`src/dbmz_pkg.sv`:
```
package dbmz_pkg;

   // Matrix geometry and bound width.
   localparam int DIM        = 16;
   localparam int IDX_BITS   = 4;
   localparam int ADDR_BITS  = 2 * IDX_BITS;
   localparam int DIM_BITS   = 5;
   localparam int VALUE_BITS = 32;

   typedef logic [IDX_BITS-1:0]  idx_type;
   typedef logic [ADDR_BITS-1:0] addr_type;

   typedef struct packed {
      logic                         inf;
      logic                         strict;
      logic signed [VALUE_BITS-1:0] value;
   } bound_type;

   localparam bound_type BND_ZERO = '{inf: 1'b0, strict: 1'b0, value: '0};
   localparam bound_type BND_NEG1 = '{inf: 1'b0, strict: 1'b0, value: '1};
   localparam bound_type BND_INF  = '{inf: 1'b1, strict: 1'b1, value: '0};

   typedef enum logic [2:0] {
      KIND_WRITE    = 3'd0,
      KIND_READ     = 3'd1,
      KIND_CLOSE    = 3'd2,
      KIND_FUTURE   = 3'd3,
      KIND_PAST     = 3'd4,
      KIND_RESTRICT = 3'd5,
      KIND_EMPTY    = 3'd6,
      KIND_SAT      = 3'd7
   } kind_type;

   typedef struct packed {
      logic [2:0]         kind;
      idx_type            clock_a;
      idx_type            clock_b;
      logic signed [31:0] bound_value;
      logic               bound_strict;
      logic               bound_infinite;
   } req_item_type;

   typedef struct packed {
      logic signed [31:0] read_value;
      logic               read_strict;
      logic               read_infinite;
      logic               test_result;
   } rsp_item_type;

   typedef enum logic [2:0] {
      WSEL_SUM,
      WSEL_G,
      WSEL_INF,
      WSEL_NEG1,
      WSEL_ACC
   } wsel_type;

   // Controller states.
   typedef enum logic [4:0] {
      ST_IDLE, ST_START, ST_RD_WAIT, ST_FUT, ST_PST_INIT, ST_PST_RD, ST_PST_CMP,
      ST_PST_WR, ST_RS_B, ST_RS_C, ST_RL_A, ST_RL_B, ST_RL_C, ST_RL_EV,
      ST_EM_0A, ST_EM_0E, ST_EM_A, ST_EM_B, ST_EM_C, ST_EM_EV,
      ST_SAT_A, ST_SAT_EV, ST_DONE
   } state_type;

   // Commands from the controller to the datapath.
   typedef struct packed {
      logic     load_g;
      logic     clr_rsp;
      logic     cap_rsp;
      logic     set_tr;
      logic     rd_en;
      addr_type rd_addr;
      logic     cap_a;
      logic     cap_b;
      logic     b_load_g;
      logic     b_load_zero;
      logic     cmp_zero;
      logic     acc_init;
      logic     acc_upd;
      logic     wr_en;
      addr_type wr_addr;
      wsel_type wr_sel;
   } cmd_type;

   // Comparison results from the datapath.
   typedef struct packed {
      logic less;
      logic less_g;
   } status_type;

   // Standard bound order: infinity greatest, strict below non-strict on a tie.
   function automatic logic bnd_lt(bound_type a, bound_type b);
      logic r;
      if (a.inf) begin
         r = 1'b0;
      end else if (b.inf) begin
         r = 1'b1;
      end else if (a.value != b.value) begin
         r = $signed(a.value) < $signed(b.value);
      end else begin
         r = a.strict && !b.strict;
      end
      return r;
   endfunction

   // Bound sum with saturation of finite values.
   function automatic bound_type bnd_add(bound_type a, bound_type b);
      logic signed [VALUE_BITS:0] s;
      bound_type r;
      s = {a.value[VALUE_BITS-1], a.value} + {b.value[VALUE_BITS-1], b.value};
      if (a.inf || b.inf) begin
         r = BND_INF;
      end else begin
         r.inf    = 1'b0;
         r.strict = a.strict | b.strict;
         if (s[VALUE_BITS] != s[VALUE_BITS-1]) begin
            r.value = s[VALUE_BITS] ? {1'b1, {(VALUE_BITS-1){1'b0}}}
                                    : {1'b0, {(VALUE_BITS-1){1'b1}}};
         end else begin
            r.value = s[VALUE_BITS-1:0];
         end
      end
      return r;
   endfunction

endpackage

```
`src/dbmz_controller.sv`:
```
module dbmz_controller (
   input  logic                   clock,
   input  logic                   reset,
   input  logic                   start,
   input  dbmz_pkg::req_item_type req_item,
   input  logic [4:0]             clocks_in_use,
   input  dbmz_pkg::status_type   status,
   output logic                   busy,
   output logic                   rsp_valid,
   output dbmz_pkg::cmd_type      cmd
);
   import dbmz_pkg::*;

   state_type state_ff, state_in;
   kind_type  kind_ff, kind_in;
   idx_type   a_ff, a_in, b_ff, b_in;
   idx_type   i_ff, i_in, j_ff, j_in, k_ff, k_in;
   logic      via_ff, via_in;
   logic [DIM_BITS-1:0] n_eff;
   idx_type   n_m1, v;
   logic      ok, i_last, j_last, k_last;

   // Dimension in use, clamped to the range from one to the matrix size.
   always_comb begin
      if (clocks_in_use == '0) begin
         n_eff = DIM_BITS'(1);
      end else if (clocks_in_use > DIM_BITS'(DIM)) begin
         n_eff = DIM_BITS'(DIM);
      end else begin
         n_eff = clocks_in_use;
      end
      n_m1   = IDX_BITS'(n_eff - DIM_BITS'(1));
      ok     = (a_ff <= n_m1) && (b_ff <= n_m1);
      i_last = (i_ff == n_m1);
      j_last = (j_ff == n_m1);
      k_last = (k_ff == n_m1);
      v      = (kind_ff == KIND_CLOSE) ? k_ff : (via_ff ? b_ff : a_ff);
   end

   always_ff @(posedge clock) begin
      if (reset) begin
         state_ff <= ST_IDLE;
      end else begin
         state_ff <= state_in;
      end
      kind_ff <= kind_in;
      a_ff    <= a_in;
      b_ff    <= b_in;
      i_ff    <= i_in;
      j_ff    <= j_in;
      k_ff    <= k_in;
      via_ff  <= via_in;
   end

   // Next state and commands.
   always_comb begin
      state_in  = state_ff;
      kind_in   = kind_ff;
      a_in      = a_ff;
      b_in      = b_ff;
      i_in      = i_ff;
      j_in      = j_ff;
      k_in      = k_ff;
      via_in    = via_ff;
      cmd       = '0;
      busy      = 1'b1;
      rsp_valid = 1'b0;
      unique case (state_ff)
         ST_IDLE: begin
            busy = 1'b0;
            if (start) begin
               kind_in     = kind_type'(req_item.kind);
               a_in        = req_item.clock_a;
               b_in        = req_item.clock_b;
               cmd.load_g  = 1'b1;
               cmd.clr_rsp = 1'b1;
               state_in    = ST_START;
            end
         end
         ST_START: begin
            i_in   = '0;
            j_in   = '0;
            k_in   = '0;
            via_in = 1'b0;
            unique case (kind_ff)
               KIND_WRITE: begin
                  cmd.wr_en   = ok;
                  cmd.wr_addr = {a_ff, b_ff};
                  cmd.wr_sel  = WSEL_G;
                  state_in    = ST_DONE;
               end
               KIND_READ: begin
                  cmd.rd_en   = ok;
                  cmd.rd_addr = {a_ff, b_ff};
                  state_in    = ok ? ST_RD_WAIT : ST_DONE;
               end
               KIND_CLOSE: begin
                  state_in = ST_RL_A;
               end
               KIND_FUTURE: begin
                  i_in     = IDX_BITS'(1);
                  state_in = (n_m1 == '0) ? ST_DONE : ST_FUT;
               end
               KIND_PAST: begin
                  i_in     = IDX_BITS'(1);
                  state_in = (n_m1 == '0) ? ST_DONE : ST_PST_INIT;
               end
               KIND_RESTRICT: begin
                  cmd.rd_en    = ok;
                  cmd.rd_addr  = {b_ff, a_ff};
                  cmd.b_load_g = 1'b1;
                  state_in     = ok ? ST_RS_B : ST_DONE;
               end
               KIND_EMPTY: begin
                  cmd.rd_en       = 1'b1;
                  cmd.rd_addr     = '0;
                  cmd.b_load_zero = 1'b1;
                  state_in        = ST_EM_0A;
               end
               KIND_SAT: begin
                  cmd.rd_en    = ok;
                  cmd.rd_addr  = {b_ff, a_ff};
                  cmd.b_load_g = 1'b1;
                  state_in     = ok ? ST_SAT_A : ST_DONE;
               end
               default: state_in = ST_DONE;
            endcase
         end
         ST_RD_WAIT: begin
            cmd.cap_rsp = 1'b1;
            state_in    = ST_DONE;
         end
         ST_FUT: begin
            cmd.wr_en   = 1'b1;
            cmd.wr_addr = {i_ff, IDX_BITS'(0)};
            cmd.wr_sel  = WSEL_INF;
            i_in        = i_ff + IDX_BITS'(1);
            state_in    = i_last ? ST_DONE : ST_FUT;
         end
         // Past: column minimum over rows from one, starting at non-strict zero.
         ST_PST_INIT: begin
            cmd.acc_init = 1'b1;
            j_in         = IDX_BITS'(1);
            state_in     = ST_PST_RD;
         end
         ST_PST_RD: begin
            cmd.rd_en   = 1'b1;
            cmd.rd_addr = {j_ff, i_ff};
            state_in    = ST_PST_CMP;
         end
         ST_PST_CMP: begin
            cmd.acc_upd = 1'b1;
            j_in        = j_ff + IDX_BITS'(1);
            state_in    = j_last ? ST_PST_WR : ST_PST_RD;
         end
         ST_PST_WR: begin
            cmd.wr_en   = 1'b1;
            cmd.wr_addr = {IDX_BITS'(0), i_ff};
            cmd.wr_sel  = WSEL_ACC;
            i_in        = i_ff + IDX_BITS'(1);
            state_in    = i_last ? ST_DONE : ST_PST_INIT;
         end
         // Restrict: emptiness check, then tighten and relax.
         ST_RS_B: begin
            cmd.cap_a   = 1'b1;
            cmd.rd_en   = 1'b1;
            cmd.rd_addr = {a_ff, b_ff};
            state_in    = ST_RS_C;
         end
         ST_RS_C: begin
            cmd.cmp_zero = 1'b1;
            if (status.less) begin
               cmd.wr_en   = 1'b1;
               cmd.wr_addr = '0;
               cmd.wr_sel  = WSEL_NEG1;
               state_in    = ST_DONE;
            end else if (status.less_g) begin
               cmd.wr_en   = 1'b1;
               cmd.wr_addr = {a_ff, b_ff};
               cmd.wr_sel  = WSEL_G;
               state_in    = ST_RL_A;
            end else begin
               state_in = ST_DONE;
            end
         end
         // Relaxation step m[i][j] = min(m[i][j], m[i][v] + m[v][j]).
         ST_RL_A: begin
            cmd.rd_en   = 1'b1;
            cmd.rd_addr = {i_ff, v};
            state_in    = ST_RL_B;
         end
         ST_RL_B: begin
            cmd.cap_a   = 1'b1;
            cmd.rd_en   = 1'b1;
            cmd.rd_addr = {v, j_ff};
            state_in    = ST_RL_C;
         end
         ST_RL_C: begin
            cmd.cap_b   = 1'b1;
            cmd.rd_en   = 1'b1;
            cmd.rd_addr = {i_ff, j_ff};
            state_in    = ST_RL_EV;
         end
         ST_RL_EV: begin
            cmd.wr_en   = status.less;
            cmd.wr_addr = {i_ff, j_ff};
            cmd.wr_sel  = WSEL_SUM;
            state_in    = ST_RL_A;
            if (kind_ff == KIND_RESTRICT && !via_ff) begin
               via_in = 1'b1;
            end else begin
               via_in = 1'b0;
               j_in   = j_last ? '0 : j_ff + IDX_BITS'(1);
               if (j_last) begin
                  i_in = i_last ? '0 : i_ff + IDX_BITS'(1);
                  if (i_last) begin
                     k_in = k_ff + IDX_BITS'(1);
                     if (kind_ff != KIND_CLOSE || k_last) begin
                        state_in = ST_DONE;
                     end
                  end
               end
            end
         end
         // Emptiness test: corner entry, then every pair sum.
         ST_EM_0A: begin
            cmd.cap_a = 1'b1;
            state_in  = ST_EM_0E;
         end
         ST_EM_0E: begin
            cmd.cmp_zero = 1'b1;
            cmd.set_tr   = status.less;
            state_in     = status.less ? ST_DONE : ST_EM_A;
         end
         ST_EM_A: begin
            cmd.rd_en   = 1'b1;
            cmd.rd_addr = {i_ff, j_ff};
            state_in    = ST_EM_B;
         end
         ST_EM_B: begin
            cmd.cap_a   = 1'b1;
            cmd.rd_en   = 1'b1;
            cmd.rd_addr = {j_ff, i_ff};
            state_in    = ST_EM_C;
         end
         ST_EM_C: begin
            cmd.cap_b = 1'b1;
            state_in  = ST_EM_EV;
         end
         ST_EM_EV: begin
            cmd.cmp_zero = 1'b1;
            cmd.set_tr   = status.less;
            j_in         = j_last ? '0 : j_ff + IDX_BITS'(1);
            if (j_last) begin
               i_in = i_ff + IDX_BITS'(1);
            end
            state_in = (status.less || (i_last && j_last)) ? ST_DONE : ST_EM_A;
         end
         ST_SAT_A: begin
            cmd.cap_a = 1'b1;
            state_in  = ST_SAT_EV;
         end
         ST_SAT_EV: begin
            cmd.cmp_zero = 1'b1;
            cmd.set_tr   = !status.less;
            state_in     = ST_DONE;
         end
         ST_DONE: begin
            rsp_valid = 1'b1;
            state_in  = ST_IDLE;
         end
         default: state_in = ST_IDLE;
      endcase
   end

endmodule

```
`config.mk`:
```
export PLATFORM = sky130hd
export DESIGN_NAME = dbmz_controller
export DESIGN_NICKNAME = d
export VERILOG_FILES = /design/src/dbmz_pkg.sv /design/src/dbmz_controller.sv
export SDC_FILE = /design/constraint.sdc
export NUM_CORES = 1
export LEC_CHECK = 0
export BUFFER_PORTS_ARGS = -buffer_cell sky130_fd_sc_hd__buf_2
export CAP_MARGIN = 15
export CORE_MARGIN = 2
export CORE_UTILIZATION = 52
export CTS_CLUSTER_DIAMETER = 50
export DETAILED_ROUTE_END_ITERATION = 8
export GPL_TIMING_DRIVEN = 0
export PLACE_DENSITY = 0.81
export SYNTH_ARGS = -nofsm -noshare
export SYNTH_HDL_FRONTEND = slang
export SYNTH_SLANG_ARGS = --single-unit
```
`constraint.sdc`:
```
create_clock -name clock -period 6.6 [get_ports clock]
set_input_delay 1.65 -clock clock [delete_from_list [all_inputs] [get_ports clock]]
set_output_delay 1.65 -clock clock [all_outputs]
set_load 0.005 [all_outputs]
```
==> summary.md <==
| Metric | Value |
|---|---|
| Gr ovfl total | 0 |
| Critical Path RT | a little under 5 ns |
| Initial antenna violation count | 0 |
| Clock buffer depth | 2 |
| Syn_nets | around 420 |
| Hold path start | k_ff[3]$_SDFFCE_PN0P_ |
| Cells along the critical path | buf_2 > nor3_1 > o21bai_4 > ha_1 > xnor2_4 > ha_1 > nand3_1 > o21ai_0 > o221ai_1 > a31oi_1 > nor2_2 > a21oi_1 > or3_1 > buf_2 |
| Tmin final | 6.37 ns |
| Root Driver | clkbuf_8 |
| Leading cell type in the layout, fill and taps excluded | buf_2 |
| RSZ-0062 raised after global routing | false |
| Area of the die | 6110 sq um |
| CP Max Fanout | 7 |
| GRT Total Usage | 0.301 |
| Synth Area in Compound Gates | 0.276 |
| Final cycle utilization of the critical path | 0.966 |
| DP Wirelength | 6680 um |
| Yosys warnings | 0 |
| CP startpoint kind | input pin |
| Post-cts hold buffer count | 0 |
| Commonest cells after routing, fill and taps aside | 54 x buf_2, 45 x nor2_1, 26 x o21ai_0 |
| Vias per inst | 6.53 |
| Power Dens Cells | between 400 and 500 nW/um^2 |
| Hold Path Class | register to register |
| DRC viols | 0 |
| Worst setup EP type | primary output |
| Slowest stage delay, CP | just under 0.4 ns |
| Async set-reset flop share out of synthesis | 0 |
| Status | finished, final reports clean |
| Slew @ Worst Pin | 0.640 ns |
| Post-CTS setup buffers | 0 |
| GP Congestion | 0.972 |
| Kind of critical path | input pin to primary output |
| Final Hold Vio Count | 0 |
| # setup viols final | 0 |
| Worst path arrival time | roughly 4.7 ns |
| Hold path depth | 2 |
| Simple-Gate Fraction of Synth Area | 0.243 |
| Port buffer count | 54 |
| H-tree levels | 2 |
| Detail Route Antenna Nets | 0 |
| Final Cell Area | around 3400 sq um |
| Starting density of the core | 0.529 |
| Slew margin rel. | 0.569 |
| Worst Reg-to-Reg Cells | 6 |
| Drt initial violations | 509 |
| Share of cells above drive strength 1 | 0.174 |
| Synth Area per Inst | between 7 and 8 sq um |
| Leakage | 1.36 nW |
| 1st-pass router iterations | 5 |
| Maxcap violations | 0 |
| FMAX | ~160 MHz |
| Final slew viol count | 0 |
| DR WL/cell | 18.7 um |
| Dominant cell type by area after synthesis | edfxtp_1 |
| Sequential share of the synthesized area | 0.287 |
| CP bufs+invs | 2 |
| Die span in y | 78.2 um |
| Post-Route Skew | about 0.014 ns |
| Adder-Cell Fraction of Synth Area | 0.0481 |
| DP Area | ~3200 sq um |
| Predominant post-synthesis flop cell | edfxtp_1 |
| Ant diodes | 0 |
| Synthesized flop and latch total | 29 |
| I/O pin count | 89 |
| Endpoint, Worst Hold | k_ff[3]$_SDFFCE_PN0P_ |
| Reg-to-Reg Start | state_ff[1]$_SDFFE_PP0P_ |
| Post-synthesis mux area share | 0.0175 |
| Final Util | 0.622 |
| Row cnt | 27 |
| Worst r2r dst | i_ff[2]$_DFFE_PP_ |
| Post-Syn Area | 2860 sq um |
| Pre-CTS setup slack | -0.00727 ns |
| Area grow syn2layout | 17.5% |
| Floorplan core area | 5410 sq um |
| CP max stage cell | or3_1 |
| Sink Count | 29 |
| Area share of the largest cell type after synthesis | 0.252 |
| CTS tree | done |
| Total Nets Final | 485 |
| Crit-path leading delay family | simple AND/OR/NAND/NOR gates |
| Post_cts resized | 1 |
| Clock Latency Late Sink | 0.30 ns |
| Pin count of the biggest net entering global routing | 14 |
| Number of flops mapped to enable cells by yosys | 24 |
| Clock-pin slew on the worst setup and hold paths | approximately 0.070 ns |
| DRT Wirelength | roughly 9200 um |
| Via count | 3214 |
| Max rail drop VDD | about 250 uV |
| Main combinational cell family by area after synthesis | compound AO/OA/AOI/OAI gates |
| Reg2Reg Setup Slack | between 3 and 4 ns |
| Vias in the first global route | 2881 |
| Synth unique cells | 55 |
| Die X | 78.2 um |
| Top cells by area, synth | edfxtp_1 25%, nor2_1 6.0%, ha_1 4.8% |
| Inserted Clock Buffers | 5 |
| Global-route wire length before repair | 14500 um |
| Xor/xnor share of the synthesized area | 0.0731 |
| Cells after Synth | 358 |
| Setup ws final | 0.226 ns |
registers in the layout (all words and copies together) (netlist names):
signal    cells
j_ff          4
k_ff          4
via_ff        1
kind_ff       3
i_ff          4
state_ff      5
a_ff          4
b_ff          4
worst max path at each step:
stage                     startpoint  endpoint  slack (ns)  depth (start not counted)
floorplan           clocks_in_use[1]   cmd[27]        0.92                         12
global placement    clocks_in_use[3]   cmd[27]        0.05                         15
detailed placement  clocks_in_use[3]   cmd[27]      -0.007                         15
CTS                 clocks_in_use[1]   cmd[27]        0.15                         14
global route        clocks_in_use[1]   cmd[27]       0.009                         13
finish              clocks_in_use[1]   cmd[27]        0.23                         14
power breakdown:
part	switching, mW	internal [mW]	total (mW)	leakage (nW)
sequential	0.0797	0.297	0.376	0.270
clock	0.0854	0.113	0.198	0.0543
combinational	0.602	0.342	0.944	1.04
total	0.767	0.752	1.52	1.36
cells in the mapped netlist, types with 11 or more instances:
library cell,n
nor3_1,13
xnor2_1,11
inv_1,16
nor2_1,46
a22oi_1,16
nand2_1,25
o21ai_0,26
a21oi_1,16
edfxtp_1,24
clkbuf_1,17
xor2_1,11
ha_1,11
tightest hold or removal path, cell delays in order, from the launching register on:
cell,delay (ns)
edfxtp_1,0.40
xor2_1,0.08
nor2_1,0.07
per-stage QoR:
| stage | cells | setup TNS (ns) | total power, mW | hold slack (ns) |
|---|---|---|---|---|
| floorplan | 358 | 0 | 1.00 | 0.621 |
| global placement | 484 | 0 | 1.26 | 0.649 |
| detailed placement | 484 | -0.00727 | 1.28 | 0.646 |
| CTS | 492 | 0 | 1.48 | 0.667 |
| global route | 492 | 0 | 1.62 | 0.706 |
| finish | 492 | 0 | 1.52 | 0.668 |
area by class of cell:
cell class / instances / area (sq um)
Multi-Input combinational cell: 288 / 1910
Sequential cell: 29 / 821
Clock inverter: 3 / 46.3
Clock buffer: 5 / 68.8
Fill cell: 512 / 2040
Timing Repair Buffer: 54 / 270
Inverter: 17 / 63.8
Tap cell: 72 / 90.1
Buffer: 24 / 93.8
metal layers:
layer,part of all wire,vias up,wire [um],track usage
met4,0.028,0,259,0.0982
met5,0,-,0,0
met3,0.13,37,1220,0.0816
met2,0.45,253,4110,0.454
li1,-,1460,-,-
met1,0.39,1464,3630,0.420
cells by family (layout without fill, tap and decap cells):
family          after synthesis  in the layout
compound gates              112            112
xor+xnor                     23             23
fa+ha+maj                    11             11
buf+inv                      41            103
flops                        29             29
mux                           5              5
simple gates                137            137
No activity file was read; power rests on OpenSTA's default activity.
